--- config.mk ---
export PLATFORM = sky130hd
export DESIGN_NAME = bba_ctrl
export DESIGN_NICKNAME = d
export VERILOG_FILES = /design/src/hw/rtl/bba_pkg.sv /design/src/hw/rtl/bba_ctrl.sv
export SDC_FILE = /design/constraint.sdc
export NUM_CORES = 1
export LEC_CHECK = 0
export BUFFER_PORTS_ARGS = -buffer_cell sky130_fd_sc_hd__buf_2
export CAP_MARGIN = 20
export CELL_PAD_IN_SITES_DETAIL_PLACEMENT = 1
export CELL_PAD_IN_SITES_GLOBAL_PLACEMENT = 2
export CORE_UTILIZATION = 26
export CTS_BUF_LIST = sky130_fd_sc_hd__clkbuf_8
export DETAILED_ROUTE_END_ITERATION = 12
export PLACE_DENSITY = 0.77
export SLEW_MARGIN = 25
export SYNTH_ARGS = -nofsm -noshare
export SYNTH_HDL_FRONTEND = slang
export SYNTH_SLANG_ARGS = --single-unit
--- constraint.sdc ---
create_clock -name i_clk -period 1.95 [get_ports i_clk]
set_input_delay 0.4875 -clock i_clk [delete_from_list [all_inputs] [get_ports i_clk]]
set_output_delay 0.4875 -clock i_clk [all_outputs]
set_load 0.05 [all_outputs]
--- src/hw/rtl/bba_pkg.sv ---
// Shared types and constants of the buddy block allocator.
// Used by bba_ctrl, bba_dp and buddy_block_allocator; depends on nothing.
package bba_pkg;

    // Default geometry of the pool.
    localparam int P_MAX_ORDER    = 16;
    localparam int P_HEADER_BYTES = 48;
    localparam int P_MIN_ORDER    = 6;

    // Result status codes.
    typedef logic [1:0] t_status;
    localparam t_status ST_OK      = 2'd0;
    localparam t_status ST_IGNORED = 2'd1;
    localparam t_status ST_NOMEM   = 2'd2;
    localparam t_status ST_RANGE   = 2'd3;

    // Controller states.
    typedef enum logic [3:0] {
        S_CLEAR, S_IDLE, S_CHECK, S_WRD, S_WEV, S_WEND, S_SPLIT,
        S_AFIN, S_FEV, S_MCHK, S_MEV, S_FFIN, S_DONE
    } t_state;

    // Datapath operations.
    typedef enum logic [3:0] {
        OP_NONE, OP_LATCH, OP_CLEAR, OP_WALK_RD, OP_WALK_EV, OP_SPLIT,
        OP_AFINAL, OP_FREE_RD, OP_FREE_EV, OP_MERGE_RD, OP_MERGE_EV,
        OP_FFINAL, OP_ERR, OP_DELIVER
    } t_op;

    // Command from controller to datapath.
    typedef struct packed {
        t_op     op;
        t_status err;
    } t_cmd;

    // Status from datapath to controller.
    typedef struct packed {
        logic is_free;
        logic null_ptr;
        logic zero_size;
        logic too_big;
        logic bad_off;
        logic walk_end;
        logic found;
        logic need_split;
        logic split_last;
        logic tag_res;
        logic o_lt_max;
        logic buddy_match;
        logic clear_last;
        logic out_busy;
    } t_stat;

endpackage

--- src/hw/rtl/bba_ctrl.sv ---
// Controller state machine of the buddy block allocator.
// Depends on bba_pkg; drives the datapath through t_cmd and reads t_stat.
module bba_ctrl
    import bba_pkg::*;
(
    input  logic  i_clk,
    input  logic  i_rst_n,
    input  logic  i_s_tvalid,
    output logic  o_s_tready,
    input  t_stat i_stat,
    output t_cmd  o_cmd
);

    t_state r_state;
    t_state n_state;

    // State register.
    always_ff @(posedge i_clk) begin
        if (!i_rst_n) begin
            r_state <= S_CLEAR;
        end else begin
            r_state <= n_state;
        end
    end

    // Next state and commands.
    always_comb begin
        n_state    = r_state;
        o_cmd.op   = OP_NONE;
        o_cmd.err  = ST_OK;
        o_s_tready = 1'b0;
        unique case (r_state)
            S_CLEAR: begin
                o_cmd.op = OP_CLEAR;
                if (i_stat.clear_last) n_state = S_IDLE;
            end
            S_IDLE: begin
                o_s_tready = 1'b1;
                if (i_s_tvalid) begin
                    o_cmd.op = OP_LATCH;
                    n_state  = S_CHECK;
                end
            end
            S_CHECK: begin
                if (!i_stat.is_free) begin
                    if (i_stat.zero_size) begin
                        o_cmd.op  = OP_ERR;
                        o_cmd.err = ST_IGNORED;
                        n_state   = S_DONE;
                    end else if (i_stat.too_big) begin
                        o_cmd.op  = OP_ERR;
                        o_cmd.err = ST_NOMEM;
                        n_state   = S_DONE;
                    end else begin
                        n_state = S_WRD;
                    end
                end else if (i_stat.null_ptr) begin
                    o_cmd.op  = OP_ERR;
                    o_cmd.err = ST_IGNORED;
                    n_state   = S_DONE;
                end else if (i_stat.bad_off) begin
                    o_cmd.op  = OP_ERR;
                    o_cmd.err = ST_RANGE;
                    n_state   = S_DONE;
                end else begin
                    o_cmd.op = OP_FREE_RD;
                    n_state  = S_FEV;
                end
            end
            S_WRD: begin
                o_cmd.op = OP_WALK_RD;
                n_state  = S_WEV;
            end
            S_WEV: begin
                o_cmd.op = OP_WALK_EV;
                n_state  = i_stat.walk_end ? S_WEND : S_WRD;
            end
            S_WEND: begin
                if (!i_stat.found) begin
                    o_cmd.op  = OP_ERR;
                    o_cmd.err = ST_NOMEM;
                    n_state   = S_DONE;
                end else begin
                    n_state = i_stat.need_split ? S_SPLIT : S_AFIN;
                end
            end
            S_SPLIT: begin
                o_cmd.op = OP_SPLIT;
                if (i_stat.split_last) n_state = S_AFIN;
            end
            S_AFIN: begin
                o_cmd.op = OP_AFINAL;
                n_state  = S_DONE;
            end
            S_FEV: begin
                if (!i_stat.tag_res) begin
                    o_cmd.op  = OP_ERR;
                    o_cmd.err = ST_RANGE;
                    n_state   = S_DONE;
                end else begin
                    o_cmd.op = OP_FREE_EV;
                    n_state  = S_MCHK;
                end
            end
            S_MCHK: begin
                if (i_stat.o_lt_max) begin
                    o_cmd.op = OP_MERGE_RD;
                    n_state  = S_MEV;
                end else begin
                    n_state = S_FFIN;
                end
            end
            S_MEV: begin
                if (i_stat.buddy_match) begin
                    o_cmd.op = OP_MERGE_EV;
                    n_state  = S_MCHK;
                end else begin
                    n_state = S_FFIN;
                end
            end
            S_FFIN: begin
                o_cmd.op = OP_FFINAL;
                n_state  = S_DONE;
            end
            S_DONE: begin
                if (!i_stat.out_busy) begin
                    o_cmd.op = OP_DELIVER;
                    n_state  = S_IDLE;
                end
            end
            default: begin
                n_state = S_IDLE;
            end
        endcase
    end

`ifndef ASSERT_OFF
    // A split only runs while the block is still larger than the target.
    a_split_order: assert property (@(posedge i_clk) disable iff (!i_rst_n)
        (r_state == S_SPLIT) |-> i_stat.need_split)
        else $error("split entered without a larger block");

    // A walk that found nothing ends in an out-of-memory result.
    a_walk_fail: assert property (@(posedge i_clk) disable iff (!i_rst_n)
        (r_state == S_WEND && !i_stat.found) |=> (r_state == S_DONE))
        else $error("failed walk did not report");

    // An accepted request always goes to the check step.
    a_accept: assert property (@(posedge i_clk) disable iff (!i_rst_n)
        (r_state == S_IDLE && i_s_tvalid) |=> (r_state == S_CHECK))
        else $error("accepted request not checked");

    // A merge step is only taken when the order is below the pool order.
    a_merge_rd: assert property (@(posedge i_clk) disable iff (!i_rst_n)
        (o_cmd.op == OP_MERGE_RD) |-> i_stat.o_lt_max)
        else $error("merge beyond the pool order");
`endif

endmodule

# Yosys cells after proc, flatten, opt, wreduce, memory -nomap -nowiden
# Index checks and enable logic that the tools add are counted.
# totals
ff_bits	4
inputBits	17
wordCells	52
# classes
n_eq_ne	16
n_mux	32
n_reduce_logical	3
# op_table
operator	count
$mux W4	13
$pmux W4 S13	1
$pmux W4 S12	1
$mux W6	5
$eq A4 B4 Y1 const B	5
$eq A4 B3 Y1 const B	4
$mux W3	4
$eq A4 B2 Y1 const B	2
$ne A2 B2 Y1 const B	4
$mux W2	3
$pmux W2 S3	1
$eq A4 B1 Y1 const B	1
$logic_not A4 Y1	1
$mux W1	4
$reduce_and A4 Y1	1
$reduce_or A2 Y1	1

# Depth between registers and ports, before layout
# logic_depth
depth_word	4
ltp_mapped	6

# Worst setup path after synthesis
# Ideal clock, no wire load.
# synth_path
path_kind	reg2out
startpoint	register r_state[2]
endpoint	output o_cmd[5] (netlist name)
t_arrival_ns	2.776
required_ns	1.462
setup_slack_ns	-1.314
stages_incl_launch_ff	4
cell_sequence	dfxtp_1 > buf_6 > or4b_4 > o311ai_0
# synth_rtl
element	line	source
start: declaration	bba_ctrl.sv:14	t_state r_state;
start signal: assignment	bba_ctrl.sv:22	r_state <= n_state;
end: declaration	bba_ctrl.sv:11	output t_cmd o_cmd

==> impl_results.md <==
- Vias: 908
- FF+latch count, synth: 4
- Vias in the first global route: about 960
- Antenna violations before repair: 0
- Worst Setup Slack, final: -0.2206 ns
- Max reg flops: 4
- Port Buffers: 23
- Vias per cell: 5.605
- Total nets after synthesis: roughly 110
- Area of the core: between 2000 and 2500 µm²
- Slew HR: 0.7031
- Die ar.: between 2000 and 3000 µm²
- Clock-pin slew of the registers on the worst-case setup and hold paths: roughly 0.030 ns
- Flop-to-flop setup slack: 0.29 ns
- Final hold violations: 0
- H-tree depth: 1
- Worst R2R Path Depth: 5
- Grt ovf: 0
- Hold Path Class: input pin to flip-flop
- Yosys warns: 0
- Share of post-route cells with drive strength above 1: 0.5448
- Dpl ws: -0.2361 ns
- EDFF count, synth: 0
- Largest net degree at the start of global routing: 21
- Failing checks: setup timing
- Post-Syn Instances: 90
- Synth Cell Area: between 600 and 700 µm²
- Largest registers: r_state: 4 flops
- CTS sink cnt: 4
- Critical path class: flip-flop to primary output
- # DRC: 0
- Storage element area: about 93 µm²
- Commonest non-fill, non-tap cell in the layout: buf_4
- Clk_skew: 0.002039 ns
- CTS buffer count: 3
- Synth-to-Final Area Change: 80.94%
- Initial Util: 0.2825
- RSZ-0062 raised after global routing: yes
- TritonRoute pass-1 iters: 4
- Number of fillers in the final layout: 286
- FMAX: about 460 MHz
- GR Util All Layers: 0.2228
- Final setup viols: 6
- Status: complete, but fails checks
- Site Rows: 17
- Min-delay src: i_rst_n
- Crit start category: flip-flop
- CTS tree: built
- Hold EP: r_state[1]
- Starting DRT DRC Count: 8
- ANT nets after route: 0
- Crit path max fanout: 7
- DRT Wirelength: 2818 µm
- Clock buffer depth: 2
- Main synth FF type: dfxtp_1
- Synthesized area per cell: around 7.1 µm²
- Clk Latency, worst-skew pair: roughly 0.22 ns
- RD Place Congestion: 0.7553
- Minimum clock period: roughly 2.2 ns
- Wirelength per Cell: around 17 µm
- Post-route clock period utilization: 1.113
- Worst slew pin tran: between 0.4 and 0.5 ns
- RR Startpoint: r_state[2]
- Hold_ws: between 0.5 and 0.6 ns
- Hold Crit Depth: 3
- Max VDD drop: roughly 0.00065 V
- HPWL after DPL: roughly 1900 µm
- Share of flip-flops with an asynchronous set or reset: 0
- Die width: between 50 and 60 µm
- Top reg by flops: r_state
- Max-slew violation count: 0
- FF-to-FF End: r_state[1]
- Die height: a little over 50 µm
- Critical path endpoint category: primary output
- Register area share after synthesis: 0.1257
- Max Cap Viol: 0
- Clock Tree Root: clkbuf_8
- I/O pins: 24
- Layout Nets: around 150
- Leak pwr: 0.4776 nW
- Most frequent cells in the layout: buf_4, buf_2, a21oi_1
- First-pass GRT wire length: approximately 4400 µm
- N_diodes: 0
- Crit path DAT: ~1.7 ns
- CP required: ~1.5 ns
- Number of distinct library cells after synthesis: 40
- Area of the multi-input gates: between 600 and 700 µm²
- Pwr dens: ~1200 nW/µm²
==> routing by layer <==
layer,part of all wire,track usage
met5,0,0
met1,0.46,0.2862
met3,0.026,0.008772
met4,0.0078,0.06757
met2,0.51,0.3983
==> critical path, stage by stage, from the launching register on <==
cell and delay (ns):
dfxtp_4 0.37, or2b_1 0.25, or3_1 0.32, a21o_1 0.19, o21ai_1 0.13, buf_6 0.19
==> cell families (layout without fill, tap and decap cells) <==
kind of cell           Yosys count  count (layout)  share of synthesized area
and+or+nand+nor                 37              37                     0.3733
muxes                            1               1                    0.01572
DFF                              4               4                     0.1257
AOI/OAI and AO/OA               35              35                     0.3890
buffers and inverters           13              57                    0.09625
==> cell type report <==
type | count | share of cell area
multi-input combinational | 73 | 0.5223
timing repair buffer | 47 | 0.3084
clock buffer | 3 | 0.03583
tap | 28 | 0.03040
inverter | 7 | 0.02280
sequential | 4 | 0.08035
==> metrics by stage <==
stage | total power, mW | setup TNS [ns] | cell area [µm²] | utilization | instances
floorplan | 0.7586 | -0.9862 | 668.1 | - | 90
global placement | 1.021 | -0.8143 | 915.9 | 0.4062 | 153
detailed placement | 1.030 | -0.8827 | 915.9 | 0.4062 | 153
CTS | 1.354 | -0.7523 | 1094 | 0.4850 | 160
global route | 1.496 | -1.120 | 1152 | 0.5111 | 162
finish | 1.423 | -0.8257 | 1152 | 0.5111 | 162
==> worst max path at each step <==
stage,cells after the start,to,from
2_1_floorplan,3,o_cmd[5],r_state[2]
3_3_place_gp,6,o_cmd[5],i_stat[0]
3_5_place_dp,6,o_cmd[5],i_stat[0]
4_1_cts,5,o_cmd[4],r_state[2]
5_1_grt,5,o_cmd[1],r_state[2]
6_report,5,o_cmd[1],r_state[2]
==> report_power, final <==
| group | switching, mW | internal, mW |
|---|---|---|
| Combinational | 0.620 | 0.466 |
| Clock | 0.0472 | 0.132 |
| Sequential | 0.0423 | 0.116 |
==> cells in the mapped netlist (all sizes together) (2+ instances only) <==
master	number	area share
nor3	3	0.024
o21ai	5	0.039
nand2	6	0.035
nor2	4	0.024
inv	7	0.041
or4b	3	0.059
nand2b	5	0.049
a21oi	12	0.094
o32a	3	0.047
buf	5	0.049
or3	3	0.029
o31ai	2	0.024
dfxtp	4	0.13
nand3	2	0.016
nand4	2	0.020
or4	2	0.024
o221ai	3	0.051
==> repair_timing <==
action | CTS | global route
endpoints found under the setup margin | 7 | 7
hold buffers | 0 | 0
setup buffers | 4 | 2
resized for setup | 26 | 11
pin swaps | 6 | 1
No activity file was read; power rests on OpenSTA's default activity.
